File: src/design/bve_pkg.sv
package bve_pkg;

    // Capacity of the store in words.
    localparam int DEPTH  = 1024;
    localparam int ADDR_W = (DEPTH > 1) ? $clog2(DEPTH) : 1;
    localparam int CNT_W  = $clog2(DEPTH + 1);
    localparam int DATA_W = 32;

    typedef enum logic [3:0] {
        OP_PUSH   = 4'd0,
        OP_POP    = 4'd1,
        OP_GET    = 4'd2,
        OP_SET    = 4'd3,
        OP_INSERT = 4'd4,
        OP_ERASE  = 4'd5,
        OP_FIND   = 4'd6,
        OP_SWAP   = 4'd7,
        OP_FRONT  = 4'd8,
        OP_BACK   = 4'd9,
        OP_CLEAR  = 4'd10
    } t_opcode;

    typedef enum logic [2:0] {
        ST_OK       = 3'd0,
        ST_BOUNDS   = 3'd1,
        ST_EMPTY    = 3'd2,
        ST_NOTFOUND = 3'd3,
        ST_FULL     = 3'd4
    } t_status;

    typedef struct packed {
        logic [3:0]         command;
        logic [15:0]        index_first;
        logic [15:0]        index_second;
        logic signed [31:0] word_in;
    } t_cmd_word;

    typedef struct packed {
        logic [2:0]         status;
        logic signed [31:0] word_out;
        logic [14:0]        found_position;
        logic [15:0]        element_total;
        logic               is_empty;
    } t_rsp_word;

    // Request from the sequencer to the element memory.
    typedef struct packed {
        logic              we;
        logic [ADDR_W-1:0] waddr;
        logic [DATA_W-1:0] wdata;
        logic              re;
        logic [ADDR_W-1:0] raddr;
    } t_mem_req;

endpackage

File: src/design/bve_ctrl.sv
module bve_ctrl (
    input  logic                          i_clk,
    input  logic                          i_rst_n,
    input  logic                          i_start,
    input  bve_pkg::t_cmd_word            i_cmd,
    input  logic [bve_pkg::DATA_W-1:0]    i_rdata,
    output bve_pkg::t_mem_req             o_mem,
    output logic                          o_busy,
    output logic                          o_valid,
    output bve_pkg::t_rsp_word            o_rsp
);

    typedef enum logic [9:0] {
        S_IDLE     = 10'b00_0000_0001,
        S_DECODE   = 10'b00_0000_0010,
        S_READ     = 10'b00_0000_0100,
        S_INS      = 10'b00_0000_1000,
        S_INS_LAST = 10'b00_0001_0000,
        S_ERS      = 10'b00_0010_0000,
        S_FIND     = 10'b00_0100_0000,
        S_SWP_A    = 10'b00_1000_0000,
        S_SWP_B    = 10'b01_0000_0000,
        S_SWP_C    = 10'b10_0000_0000
    } t_state;

    t_state                         r_state, n_state;
    logic [bve_pkg::CNT_W-1:0]      r_count, n_count;
    logic                           r_valid, n_valid;
    bve_pkg::t_cmd_word             r_req, n_req;
    logic [bve_pkg::ADDR_W-1:0]     r_ptr, n_ptr;
    logic [bve_pkg::DATA_W-1:0]     r_tmp, n_tmp;
    bve_pkg::t_status               r_status, n_status;
    logic [bve_pkg::DATA_W-1:0]     r_word, n_word;
    logic [14:0]                    r_pos, n_pos;

    logic [bve_pkg::CNT_W-1:0]      cnt_m1;
    logic [bve_pkg::ADDR_W-1:0]     last_a;
    logic [bve_pkg::ADDR_W-1:0]     ia_a;
    logic [bve_pkg::ADDR_W-1:0]     ib_a;
    logic                           ia_ok;
    logic                           ib_ok;
    logic                           is_full;

    assign cnt_m1  = r_count - 1'b1;
    assign last_a  = cnt_m1[bve_pkg::ADDR_W-1:0];
    assign ia_a    = r_req.index_first[bve_pkg::ADDR_W-1:0];
    assign ib_a    = r_req.index_second[bve_pkg::ADDR_W-1:0];
    assign ia_ok   = r_req.index_first  < 16'(r_count);
    assign ib_ok   = r_req.index_second < 16'(r_count);
    assign is_full = r_count >= bve_pkg::CNT_W'(bve_pkg::DEPTH);

    always_comb begin
        n_state  = r_state;
        n_count  = r_count;
        n_valid  = 1'b0;
        n_req    = r_req;
        n_ptr    = r_ptr;
        n_tmp    = r_tmp;
        n_status = r_status;
        n_word   = r_word;
        n_pos    = r_pos;
        o_mem    = '0;

        case (r_state)
            S_IDLE: begin
                if (i_start) begin
                    n_req    = i_cmd;
                    n_status = bve_pkg::ST_OK;
                    n_word   = '0;
                    n_pos    = '0;
                    n_state  = S_DECODE;
                end
            end

            S_DECODE: begin
                n_state = S_IDLE;
                n_valid = 1'b1;
                case (bve_pkg::t_opcode'(r_req.command))
                    bve_pkg::OP_PUSH: begin
                        if (is_full) begin
                            n_status = bve_pkg::ST_FULL;
                        end else begin
                            o_mem.we    = 1'b1;
                            o_mem.waddr = r_count[bve_pkg::ADDR_W-1:0];
                            o_mem.wdata = r_req.word_in;
                            n_count     = r_count + 1'b1;
                        end
                    end
                    bve_pkg::OP_POP: begin
                        if (r_count == '0) begin
                            n_status = bve_pkg::ST_EMPTY;
                        end else begin
                            o_mem.re    = 1'b1;
                            o_mem.raddr = last_a;
                            n_count     = cnt_m1;
                            n_valid     = 1'b0;
                            n_state     = S_READ;
                        end
                    end
                    bve_pkg::OP_GET: begin
                        if (!ia_ok) begin
                            n_status = bve_pkg::ST_BOUNDS;
                        end else begin
                            o_mem.re    = 1'b1;
                            o_mem.raddr = ia_a;
                            n_valid     = 1'b0;
                            n_state     = S_READ;
                        end
                    end
                    bve_pkg::OP_SET: begin
                        if (!ia_ok) begin
                            n_status = bve_pkg::ST_BOUNDS;
                        end else begin
                            o_mem.we    = 1'b1;
                            o_mem.waddr = ia_a;
                            o_mem.wdata = r_req.word_in;
                        end
                    end
                    bve_pkg::OP_INSERT: begin
                        if (r_req.index_first > 16'(r_count)) begin
                            n_status = bve_pkg::ST_BOUNDS;
                        end else if (is_full) begin
                            n_status = bve_pkg::ST_FULL;
                        end else if (r_req.index_first == 16'(r_count)) begin
                            o_mem.we    = 1'b1;
                            o_mem.waddr = ia_a;
                            o_mem.wdata = r_req.word_in;
                            n_count     = r_count + 1'b1;
                        end else begin
                            // Walk down from the last entry, moving each one up a place.
                            o_mem.re    = 1'b1;
                            o_mem.raddr = last_a;
                            n_ptr       = last_a;
                            n_valid     = 1'b0;
                            n_state     = S_INS;
                        end
                    end
                    bve_pkg::OP_ERASE: begin
                        if (!ia_ok) begin
                            n_status = bve_pkg::ST_BOUNDS;
                        end else if (r_req.index_first == 16'(cnt_m1)) begin
                            n_count = cnt_m1;
                        end else begin
                            o_mem.re    = 1'b1;
                            o_mem.raddr = ia_a + 1'b1;
                            n_ptr       = ia_a + 1'b1;
                            n_valid     = 1'b0;
                            n_state     = S_ERS;
                        end
                    end
                    bve_pkg::OP_FIND: begin
                        if (r_count == '0) begin
                            n_status = bve_pkg::ST_NOTFOUND;
                        end else begin
                            o_mem.re    = 1'b1;
                            o_mem.raddr = '0;
                            n_ptr       = '0;
                            n_valid     = 1'b0;
                            n_state     = S_FIND;
                        end
                    end
                    bve_pkg::OP_SWAP: begin
                        if (!ia_ok || !ib_ok) begin
                            n_status = bve_pkg::ST_BOUNDS;
                        end else begin
                            o_mem.re    = 1'b1;
                            o_mem.raddr = ia_a;
                            n_valid     = 1'b0;
                            n_state     = S_SWP_A;
                        end
                    end
                    bve_pkg::OP_FRONT: begin
                        if (r_count == '0) begin
                            n_status = bve_pkg::ST_EMPTY;
                        end else begin
                            o_mem.re    = 1'b1;
                            o_mem.raddr = '0;
                            n_valid     = 1'b0;
                            n_state     = S_READ;
                        end
                    end
                    bve_pkg::OP_BACK: begin
                        if (r_count == '0) begin
                            n_status = bve_pkg::ST_EMPTY;
                        end else begin
                            o_mem.re    = 1'b1;
                            o_mem.raddr = last_a;
                            n_valid     = 1'b0;
                            n_state     = S_READ;
                        end
                    end
                    bve_pkg::OP_CLEAR: begin
                        n_count = '0;
                    end
                    default: begin
                        // Unused codes complete with success and no effect.
                    end
                endcase
            end

            S_READ: begin
                n_word  = i_rdata;
                n_valid = 1'b1;
                n_state = S_IDLE;
            end

            S_INS: begin
                o_mem.we    = 1'b1;
                o_mem.waddr = r_ptr + 1'b1;
                o_mem.wdata = i_rdata;
                if (r_ptr == ia_a) begin
                    n_state = S_INS_LAST;
                end else begin
                    o_mem.re    = 1'b1;
                    o_mem.raddr = r_ptr - 1'b1;
                    n_ptr       = r_ptr - 1'b1;
                end
            end

            S_INS_LAST: begin
                o_mem.we    = 1'b1;
                o_mem.waddr = ia_a;
                o_mem.wdata = r_req.word_in;
                n_count     = r_count + 1'b1;
                n_valid     = 1'b1;
                n_state     = S_IDLE;
            end

            S_ERS: begin
                o_mem.we    = 1'b1;
                o_mem.waddr = r_ptr - 1'b1;
                o_mem.wdata = i_rdata;
                if (r_ptr == last_a) begin
                    n_count = cnt_m1;
                    n_valid = 1'b1;
                    n_state = S_IDLE;
                end else begin
                    o_mem.re    = 1'b1;
                    o_mem.raddr = r_ptr + 1'b1;
                    n_ptr       = r_ptr + 1'b1;
                end
            end

            S_FIND: begin
                if (i_rdata == r_req.word_in) begin
                    n_pos   = 15'(r_ptr);
                    n_valid = 1'b1;
                    n_state = S_IDLE;
                end else if (r_ptr == last_a) begin
                    n_status = bve_pkg::ST_NOTFOUND;
                    n_valid  = 1'b1;
                    n_state  = S_IDLE;
                end else begin
                    o_mem.re    = 1'b1;
                    o_mem.raddr = r_ptr + 1'b1;
                    n_ptr       = r_ptr + 1'b1;
                end
            end

            S_SWP_A: begin
                n_tmp       = i_rdata;
                o_mem.re    = 1'b1;
                o_mem.raddr = ib_a;
                n_state     = S_SWP_B;
            end

            S_SWP_B: begin
                o_mem.we    = 1'b1;
                o_mem.waddr = ia_a;
                o_mem.wdata = i_rdata;
                n_state     = S_SWP_C;
            end

            S_SWP_C: begin
                o_mem.we    = 1'b1;
                o_mem.waddr = ib_a;
                o_mem.wdata = r_tmp;
                n_valid     = 1'b1;
                n_state     = S_IDLE;
            end

            default: begin
                n_state = S_IDLE;
            end
        endcase
    end

    always_ff @(posedge i_clk) begin
        if (!i_rst_n) begin
            r_state <= S_IDLE;
            r_count <= '0;
            r_valid <= 1'b0;
        end else begin
            r_state <= n_state;
            r_count <= n_count;
            r_valid <= n_valid;
        end
    end

    always_ff @(posedge i_clk) begin
        r_req    <= n_req;
        r_ptr    <= n_ptr;
        r_tmp    <= n_tmp;
        r_status <= n_status;
        r_word   <= n_word;
        r_pos    <= n_pos;
    end

    assign o_busy  = (r_state != S_IDLE);
    assign o_valid = r_valid;

    always_comb begin
        o_rsp.status         = r_status;
        o_rsp.word_out       = r_word;
        o_rsp.found_position = r_pos;
        o_rsp.element_total  = 16'(r_count);
        o_rsp.is_empty       = (r_count == '0);
    end

endmodule

File: config.mk
export PLATFORM = sky130hd
export DESIGN_NAME = bve_ctrl
export DESIGN_NICKNAME = d
export VERILOG_FILES = /design/src/design/bve_pkg.sv /design/src/design/bve_ctrl.sv
export SDC_FILE = /design/constraint.sdc
export NUM_CORES = 1
export LEC_CHECK = 0
export BUFFER_PORTS_ARGS = -buffer_cell sky130_fd_sc_hd__buf_2
export CORE_ASPECT_RATIO = 1.1
export CORE_UTILIZATION = 51
export CTS_CLUSTER_DIAMETER = 120
export DETAILED_ROUTE_END_ITERATION = 12
export GPL_TIMING_DRIVEN = 1
export MAX_ROUTING_LAYER = met4
export PLACE_DENSITY = 0.86
export SLEW_MARGIN = 10
export SYNTH_ARGS = -nofsm -noshare
export SYNTH_HDL_FRONTEND = slang
export SYNTH_SLANG_ARGS = --single-unit
File: constraint.sdc
create_clock -name i_clk -period 5.1 [get_ports i_clk]
set_input_delay 0.255 -clock i_clk [delete_from_list [all_inputs] [get_ports i_clk]]
set_output_delay 0.255 -clock i_clk [all_outputs]
set_load 0.05 [all_outputs]
==> results of run 1 <==
==> Yosys cell counts (14+ instances only) <==
library cell,n
sky130_fd_sc_hd__o21ai_0,33
sky130_fd_sc_hd__nand2_1,118
sky130_fd_sc_hd__inv_1,37
sky130_fd_sc_hd__nand4_1,22
sky130_fd_sc_hd__a222oi_1,14
sky130_fd_sc_hd__clkbuf_1,55
sky130_fd_sc_hd__nor2_1,60
sky130_fd_sc_hd__nand3_1,42
sky130_fd_sc_hd__nor3_1,32
sky130_fd_sc_hd__a22oi_1,35
sky130_fd_sc_hd__edfxtp_1,155
sky130_fd_sc_hd__ha_1,26
sky130_fd_sc_hd__dfxtp_1,22
sky130_fd_sc_hd__xnor2_1,68
sky130_fd_sc_hd__and2_1,48
sky130_fd_sc_hd__xor2_1,21
sky130_fd_sc_hd__a21oi_1,26
==> logic make-up (layout without fill, tap and decap cells) <==
kind of cell	count (synthesis)	in the layout	share of synthesized area (%)
buffers and inverters	121	378	5.003
DFF	177	177	47.82
and+or+nand+nor	398	398	19.20
other	1	11	0.03520
xor gates and xnor gates	93	93	8.103
adders and majority gates	26	26	3.053
AOI/OAI and AO/OA	238	238	16.69
muxes	1	1	0.09396
==> cell usage in the layout (no fill, tap or decap), drive strengths merged, types with 11 or more instances in the layout <==
| master | instances |
|---|---|
| a22oi | 35 |
| a221o | 11 |
| ha | 26 |
| clkbuf | 17 |
| buf | 241 |
| nand3 | 42 |
| nor2 | 62 |
| edfxtp | 155 |
| a21oi | 26 |
| nor3b | 12 |
| dfxtp | 22 |
| xor2 | 21 |
| a222oi | 14 |
| nor3 | 34 |
| o21ai | 43 |
| xnor2 | 69 |
| a31oi | 11 |
| dlygate4sd3 | 68 |
| and2 | 48 |
| nand4 | 22 |
| nand2 | 118 |
| inv | 49 |
| o221ai | 12 |
| nand2b | 12 |
| o211ai | 14 |
==> stage by stage <==
| step | hold WS [ns] | utilization [%] | power, µW |
|---|---|---|---|
| after floorplan | 0.3539 | - | 2044 |
| after global placement | 0.4311 | 58.04 | 2187 |
| after detailed placement | 0.4331 | 58.04 | 2200 |
| after CTS | 0.02783 | 64.45 | 3613 |
| after global routing | 0.02063 | 64.48 | 3735 |
| final | 0.03523 | 64.48 | 3633 |
==> layer usage <==
layer  vias to the layer above  part of all wire [%]  wire length, µm  global-route usage [%]
met5                         -                     0                0                       -
met4                         0                   5.6             2146                   20.83
met3                       163                   9.7             3744                   7.599
met2                       746                    47            18230                   58.21
met1                      4858                    37            14450                   43.80
li1                       4421                     -                -                       -
==> where the power goes <==
| part | leakage (µW) | internal (µW) | switching [µW] |
|---|---|---|---|
| Combinational | 0.00340 | 170 | 320 |
| Clock | 0.000307 | 692 | 714 |
| Sequential | 0.00165 | 1660 | 73.6 |
| Total | 0.00535 | 2520 | 1110 |
==> critical path, delay by kind of cell (launching register included) <==
kind | cells | cell delay [ns]
AOI/OAI and AO/OA | 2 | 0.85
DFF | 1 | 0.54
adders and majority gates | 1 | 0.40
xor gates and xnor gates | 1 | 0.23
buffers and inverters | 2 | 0.49
and+or+nand+nor | 5 | 1.63
==> area by class of cell <==
class	instances	area, µm²
inverter	37	138.9
antenna	1	2.502
multi-input combinational	766	5080
timing repair buffer	309	1952
sequential	177	5095
tap	256	320.3
clock inverter	15	209.0
fill	1562	7284
clock buffer	17	425.4
==> how the worst max path moves through the flow <==
stage | endpoint | cells past startpoint | startpoint | slack (ns)
after floorplan | r_ptr[0] | 12 | r_count[0] | 0.96
after global placement | o_mem[2] | 11 | r_count[0] | 0.92
after detailed placement | o_mem[0] | 11 | r_count[0] | 0.89
after CTS | o_mem[0] | 11 | r_count[0] | 0.40
after global routing | o_mem[1] | 11 | r_count[0] | 0.08
final | o_mem[1] | 11 | r_count[0] | 0.27
==> repair_timing <==
item	in CTS	in global routing
hold endpoints to repair	68	0
hold buffers	68	0
endpoints found under the setup margin	0	0
==> flip-flops by register name, summed over array words and instances, names as in the netlist <==
name,count
r_tmp,32
o_valid,1
r_count,11
ia_a,10
r_status,3
ib_a,10
r_word,32
r_state,10
r_pos,10
r_ptr,10
r_req,48
==> parameters.txt, run 1 <==
Parameter                              Value

Placed design
  Placed cells ... 1477
  Final Wtd Congestion ... 0.9937
  Post-detail-place hpwl ... 26550 µm
  Post-Place Worst Slack ... 0.8947 ns
  I/O Buffers ... 215
  Placed cell areas ... 11900 µm²

Worst setup path
  Slowest cell delay on critical path ... 0.73 ns
  Startpoint types ... flip-flop
  Worst path required time ... 4.85 ns
  Cells along the critical path ... inv_1 -> ha_1 -> or3b_1 -> nor3_4 -> xor2_1 -> a2111oi_2 -> a31oi_1 -> and2_1 -> nand3_1 -> nand3_1 -> buf_2
  Crit Reg-Reg Startpoint ... r_count[0]
  WP data arrival ... 4.57 ns
  Kind of end point of the critical path ... output port
  Worst Path Class, Setup ... flip-flop to output port
  R2R setup slack ... 1.07 ns
  End of the worst register-to-register path ... r_state[5]
  Cell with the most instances on the worst path ... sky130_fd_sc_hd__nand3_1
  Cells on worst reg2reg path ... 10
  Peak fanout along the critical path ... 17
  Critical Path Slowest Stage Cell ... sky130_fd_sc_hd__a31oi_1

Outcome
  Result of the run ... finished, final reports clean

CTS
  Root buffer cell ... sky130_fd_sc_hd__clkbuf_16
  Number of buffers inserted to repair setup after CTS ... 0
  Count of H-tree levels built during CTS ... 4
  Post-CTS sizing ... 0
  Clk sinks ... 177
  Clock transition time at the flip-flop clock pins of the worst setup and hold paths ... 0.08 ns
  Maximum buffer depth of the clock tree ... 2
  Latest clock arrival within the worst-skew pair ... 0.45 ns
  TritonCTS clock tree ... yes
  Num CTS Buffers ... 17

Global route
  Vias in the first global route ... 10070
  Total routing resource utilization after global routing ... 36.80%
  Wire length of the first global-routing pass ... 57670 µm
  Largest net degree at the start of global routing ... 69
  Total congestion overflow after global routing ... 0
  Antenna violations before repair ... 1

Drt
  Total iterations of the first detailed-routing run ... 8
  Antenna viol nets, final ... 0
  Vias/cell ... 6.456
  Total number of vias ... 10190
  Wire length after detailed routing ... 38570 µm
  WL/cell ... 24.44 µm
  Residual DRC ... 0
  Starting DRT DRC Count ... 1223

Synth
  Average size of a mapped cell ... 10.10 µm²
  Top post-synthesis cells by area ... sky130_fd_sc_hd__edfxtp_1 44%, sky130_fd_sc_hd__xnor2_1 5.6%, sky130_fd_sc_hd__nand2_1 4.2%
  Library cells used by synthesis ... 84
  Number of enable-type register cells in the synthesized netlist ... 155
  Async set-reset flop share out of synthesis ... 0%
  Post-synth top area share ... 43.69%
  Most frequently used flop master after synthesis ... sky130_fd_sc_hd__edfxtp_1
  Register bit count reported by yosys ... 177
  Cell area after synthesis ... 10650 µm²
  Warnings from Yosys ... 0
  Number of standard cells after synthesis ... 1055
  Cell type contributing the most total cell area after synthesis ... sky130_fd_sc_hd__edfxtp_1
  Sequential-to-total area share from yosys stat ... 47.82%

Timing
  Final worst slack ... 0.2701 ns
  Time the final worst path needs with I/O delays and setup ... 4.830 ns
  Transition time of the tightest slew-check pin ... 1.155 ns
  Fin Setup TNS ... 0 ns
  Post-route clock period utilization ... 94.70%
  Number of pins exceeding their max-slew limit in the final report ... 0
  Setup skew after layout ... 0.01775 ns
  Unrepaired setup endpoints after global routing ... no
  Top achievable clock speed ... 0.2070 GHz
  Hold Violations, Final ... 0
  Final Setup Violations ... 0
  Relative slew margins ... 22.97%

Worst hold path
  Hold Path End ... r_tmp[3]
  Min-delay worst type ... input port to flip-flop
  Startpoint of the worst hold path ... i_rdata[3]
  Number of cells traversed by the worst hold path ... 1

Flow run
  Max-cap viol count ... 0

Finish
  Final non-filler cell area ... 13220 µm²
  Ratio of cells with drive above 1 in the final layout ... 22.86%
  Post-layout nets ... 1437
  Number of standard cells in the final layout excluding fillers ... 1578
  Area added between synthesis and finish ... 24.11%

Die
  Overall die width ... 139.8 µm
  Core area ... 20510 µm²
  Boundary Pins ... 226
  Starting density of the core ... 51.95%
  Number of rows in the core area ... 55
  Vert. Die Dim ... 153.6 µm
  Total die area ... 21470 µm²

Power
  IR drop worst, VDD ... 0.2180 mV
  Static leakage power ... 0.005354 µW
  Power density of the placed cells ... 274.7 nW/µm²
Power figures use the tool's default switching activity.
==> run 2: changes to the inputs <==
--- a/config.mk
+++ b/config.mk
@@ -5,6 +5,7 @@
 export SDC_FILE = /design/constraint.sdc
 export NUM_CORES = 1
 export LEC_CHECK = 0
+export ABC_AREA = 1
 export BUFFER_PORTS_ARGS = -buffer_cell sky130_fd_sc_hd__buf_2
 export CORE_ASPECT_RATIO = 1.1
 export CORE_UTILIZATION = 51
==> parameters.txt, run 2 <==
Parameter                              Value

Power
  Static leakage power ... 0.006342 µW (was 0.005354 µW)
  Switching Fraction ... 32.29% (was 30.50%)
  Internal Power ... 2589 µW (was 2525 µW)
  Clock network power share ... 35.8% (was 38.7%)
  IR drop worst, VDD ... 0.2725 mV (was 0.2180 mV)
  Part of the total power dissipated in sequential elements ... 46.1% (was 47.8%)
  Power density of the placed cells ... 283.2 nW/µm² (was 274.7 nW/µm²)
  Net switching power ... 1235 µW (was 1108 µW)
  Gate power share ... 18.1% (was 13.5%)

Worst hold path
  Min-delay worst type ... input port to flip-flop (unchanged)
  Hold Path End ... r_tmp[5] (was r_tmp[3])
  Startpoint of the worst hold path ... i_rdata[5] (was i_rdata[3])
  Number of cells traversed by the worst hold path ... 1 (unchanged)

Worst setup path
  End of the worst register-to-register path ... r_count[10] (was r_state[5])
  Buf/Inv on CP ... 4 (was 2)
  R2R setup slack ... 1.30 ns (was 1.07 ns)
  Family with the most delay on the worst path ... simple AND/OR/NAND/NOR gates (unchanged)
  Crit Reg-Reg Startpoint ... r_count[10] (was r_count[0])
  Cells along the critical path ... clkinv_1 -> ha_1 -> or2_1 -> nor3_1 -> nand2_1 -> inv_2 -> nand3_1 -> o21ai_1 -> nand2_1 -> nand3_1 -> buf_4 -> nand2_1 -> nand3_1 -> buf_2 (was inv_1 -> ha_1 -> or3b_1 -> nor3_4 -> xor2_1 -> a2111oi_2 -> a31oi_1 -> and2_1 -> nand3_1 -> nand3_1 -> buf_2)
  Startpoint types ... flip-flop (unchanged)
  WP data arrival ... 4.45 ns (was 4.57 ns)
  Worst path required time ... 4.85 ns (about the same)
  Count of cell instances traversed by the critical path ... 14 (was 11)
  Worst Path Class, Setup ... flip-flop to output port (unchanged)
  Cells on worst reg2reg path ... 12 (was 10)
  Critical Path Slowest Stage Cell ... sky130_fd_sc_hd__dfxtp_1 (was sky130_fd_sc_hd__a31oi_1)
  Kind of end point of the critical path ... output port (unchanged)
  Slowest cell delay on critical path ... 0.62 ns (was 0.73 ns)
  Peak fanout along the critical path ... 32 (was 17)

Timing
  Time the final worst path needs with I/O delays and setup ... 4.705 ns (was 4.830 ns)
  Top achievable clock speed ... 0.2126 GHz (was 0.2070 GHz)
  Setup skew after layout ... 0.02070 ns (was 0.01775 ns)
  Transition time of the tightest slew-check pin ... 1.182 ns (was 1.155 ns)
  Relative slew margins ... 20.73% (was 22.97%)
  Unrepaired setup endpoints after global routing ... no (unchanged)
  Hold Violations, Final ... 0 (unchanged)
  Final Setup Violations ... 0 (unchanged)
  Post-route clock period utilization ... 92.25% (was 94.70%)
  Final worst slack ... 0.3954 ns (was 0.2701 ns)
  Number of pins exceeding their max-slew limit in the final report ... 0 (unchanged)
  Fin Setup TNS ... 0 ns (unchanged)
  Hold Slack ... 0.02237 ns (was 0.03523 ns)

Placed design
  Post-detail-place hpwl ... 28060 µm (was 26550 µm)
  Placed cells ... 1848 (was 1477)
  I/O Buffers ... 215 (unchanged)
  Post-Place Worst Slack ... 0.9456 ns (was 0.8947 ns)
  Final Wtd Congestion ... 1.047 (was 0.9937)

Synth
  Async set-reset flop share out of synthesis ... 0% (unchanged)
  Library cells used by synthesis ... 51 (was 84)
  Cell area after synthesis ... 10960 µm² (was 10650 µm²)
  Most frequent cell after synthesis ... sky130_fd_sc_hd__nand2_1 (was sky130_fd_sc_hd__edfxtp_1)
  Post-synth top area share ... 42.49% (was 43.69%)
  Sequential-to-total area share from yosys stat ... 46.51% (was 47.82%)
  Most frequently used flop master after synthesis ... sky130_fd_sc_hd__edfxtp_1 (unchanged)
  Register bit count reported by yosys ... 177 (unchanged)
  Top cells by instance count after synthesis ... 364 x sky130_fd_sc_hd__nand2_1, 166 x sky130_fd_sc_hd__nor2_1, 160 x sky130_fd_sc_hd__inv_1 (was 155 x sky130_fd_sc_hd__edfxtp_1, 118 x sky130_fd_sc_hd__nand2_1, 68 x sky130_fd_sc_hd__xnor2_1)
  Cell type contributing the most total cell area after synthesis ... sky130_fd_sc_hd__edfxtp_1 (unchanged)
  Average size of a mapped cell ... 7.945 µm² (was 10.10 µm²)
  Number of standard cells after synthesis ... 1379 (was 1055)
  Top post-synthesis cells by area ... sky130_fd_sc_hd__edfxtp_1 42%, sky130_fd_sc_hd__nand2_1 12%, sky130_fd_sc_hd__nand3_1 6.0% (was sky130_fd_sc_hd__edfxtp_1 44%, sky130_fd_sc_hd__xnor2_1 5.6%, sky130_fd_sc_hd__nand2_1 4.2%)
  Warnings from Yosys ... 0 (unchanged)
  Number of enable-type register cells in the synthesized netlist ... 155 (unchanged)

Finish
  Register with the highest flop count ... r_req (unchanged)
  Highest-count cells in the layout ignoring fill and taps ... 364 x sky130_fd_sc_hd__nand2_1, 215 x sky130_fd_sc_hd__buf_2, 165 x sky130_fd_sc_hd__nor2_1, 158 x sky130_fd_sc_hd__inv_1, 155 x sky130_fd_sc_hd__edfxtp_1 (was 215 x sky130_fd_sc_hd__buf_2, 155 x sky130_fd_sc_hd__edfxtp_1, 118 x sky130_fd_sc_hd__nand2_1, 68 x sky130_fd_sc_hd__xnor2_1, 68 x sky130_fd_sc_hd__dlygate4sd3_1)
  Ratio of cells with drive above 1 in the final layout ... 18.83% (was 22.86%)
  Most common cell after layout, fill and taps aside ... sky130_fd_sc_hd__nand2_1 (was sky130_fd_sc_hd__buf_2)
  Number of flip-flops in the largest register ... 48 (unchanged)
  Post-layout utilization of the core ... 64.98% (was 64.48%)
  Post-layout nets ... 1778 (was 1437)
  Area added between synthesis and finish ... 23.26% (was 24.11%)
  Number of standard cells in the final layout excluding fillers ... 1947 (was 1578)
  Largest registers ... r_req x48, r_tmp x32, r_word x32 (unchanged)
  Inserted Diodes ... 0 (was 1)

Global route
  Antenna violations before repair ... 0 (was 1)
  Vias in the first global route ... 10830 (was 10070)
  Total congestion overflow after global routing ... 0 (unchanged)
  Largest net degree at the start of global routing ... 69 (unchanged)
  Wire length of the first global-routing pass ... 60260 µm (was 57670 µm)
  Total routing resource utilization after global routing ... 37.55% (was 36.80%)

Drt
  Wire length on met1 ... 15750 µm (was 14450 µm)
  Wire length after detailed routing ... 39660 µm (was 38570 µm)
  Met2 WL post-DR ... 18590 µm (was 18230 µm)
  Total iterations of the first detailed-routing run ... 6 (was 8)
  DR WL met3 ... 3954 µm (was 3744 µm)
  WL/cell ... 20.37 µm (was 24.44 µm)
  Highest routed layer ... met4 (unchanged)
  Antenna viol nets, final ... 0 (unchanged)
  Vias/cell ... 5.709 (was 6.456)
  Starting DRT DRC Count ... 1301 (was 1223)
  Residual DRC ... 0 (unchanged)
  Total number of vias ... 11120 (was 10190)

Die
  Number of rows in the core area ... 55 (unchanged)
  Overall die width ... 141.7 µm (was 139.8 µm)
  Core area ... 20780 µm² (was 20510 µm²)
  Starting density of the core ... 52.72% (was 51.95%)
  Total die area ... 22070 µm² (was 21470 µm²)
  Vert. Die Dim ... 155.7 µm (was 153.6 µm)
  Boundary Pins ... 226 (unchanged)

Outcome
  Result of the run ... finished, final reports clean (unchanged)

CTS
  Root buffer cell ... sky130_fd_sc_hd__clkbuf_16 (unchanged)
  Clk sinks ... 177 (unchanged)
  Post-CTS sizing ... 0 (unchanged)
  Num CTS Buffers ... 17 (unchanged)
  Maximum buffer depth of the clock tree ... 2 (unchanged)
  Clock transition time at the flip-flop clock pins of the worst setup and hold paths ... 0.08 ns (about the same)
  Count of H-tree levels built during CTS ... 4 (unchanged)
  TritonCTS clock tree ... yes (unchanged)
  Latest clock arrival within the worst-skew pair ... 0.45 ns (about the same)

Flow run
  Max-cap viol count ... 0 (unchanged)
==> run 2: worst max path at each step <==
stage / start / to / slack, ns
6_report: r_count[10] / o_mem[34] / 0.40
5_1_grt: r_count[10] / o_mem[34] / 0.20
4_1_cts: r_count[10] / o_mem[24] / 0.48
3_5_place_dp: r_count[10] / o_mem[24] / 0.95
3_3_place_gp: r_count[10] / o_mem[11] / 0.95
2_1_floorplan: r_state[7] / ia_a[0] / 0.36
==> run 2: cell families (layout without fill, tap and decap cells) <==
logic type               count (synthesis)  count (layout)  synth area share [%]
flip-flops                             177             177                 46.51
XOR/XNOR                                45              45                 3.597
AND/OR/NAND/NOR                        757             757                 30.15
adder cells (fa/ha/maj)                 26              26                 2.969
multiplexers                             1               1                0.1028
other                                    1              10               0.03423
buffers and inverters                  225             499                 8.474
AO/OA/AOI/OAI                          147             147                 8.166
==> run 2: metal layers <==
metal,up-vias,track usage [%]
met5,-,-
met4,0,15.51
met3,111,7.121
met2,738,58.90
met1,5160,47.77
li1,5107,-
==> run 2: power by group through the flow <==
stage	combinational, µW	clock, µW	sequential [µW]
global placement	628	0	1790
CTS	675	1360	1760
detailed placement	633	0	1790
global route	738	1410	1770
floorplan	292	0	1920
finish	691	1370	1760
==> run 2: cell type report <==
type,count,area [µm²]
multi-input combinational,986,4974
inverter,174,653.1
fill,1745,7278
sequential,177,5095
clock buffer,17,425.4
timing repair buffer,293,1829
tap,285,356.6
clock inverter,15,171.4
==> run 2: timing repair <==
item	CTS	global route
endpoints found under the hold margin	67	0
hold buffers	67	0
setup buffers	0	0
setup endpoints to repair	0	0
==> run 2: stage by stage <==
step                area, µm²  total power (µW)
global placement        12240              2413
CTS                     13500              3792
detailed placement      12240              2422
finish                  13500              3824
global route            13500              3916
floorplan               10990              2216
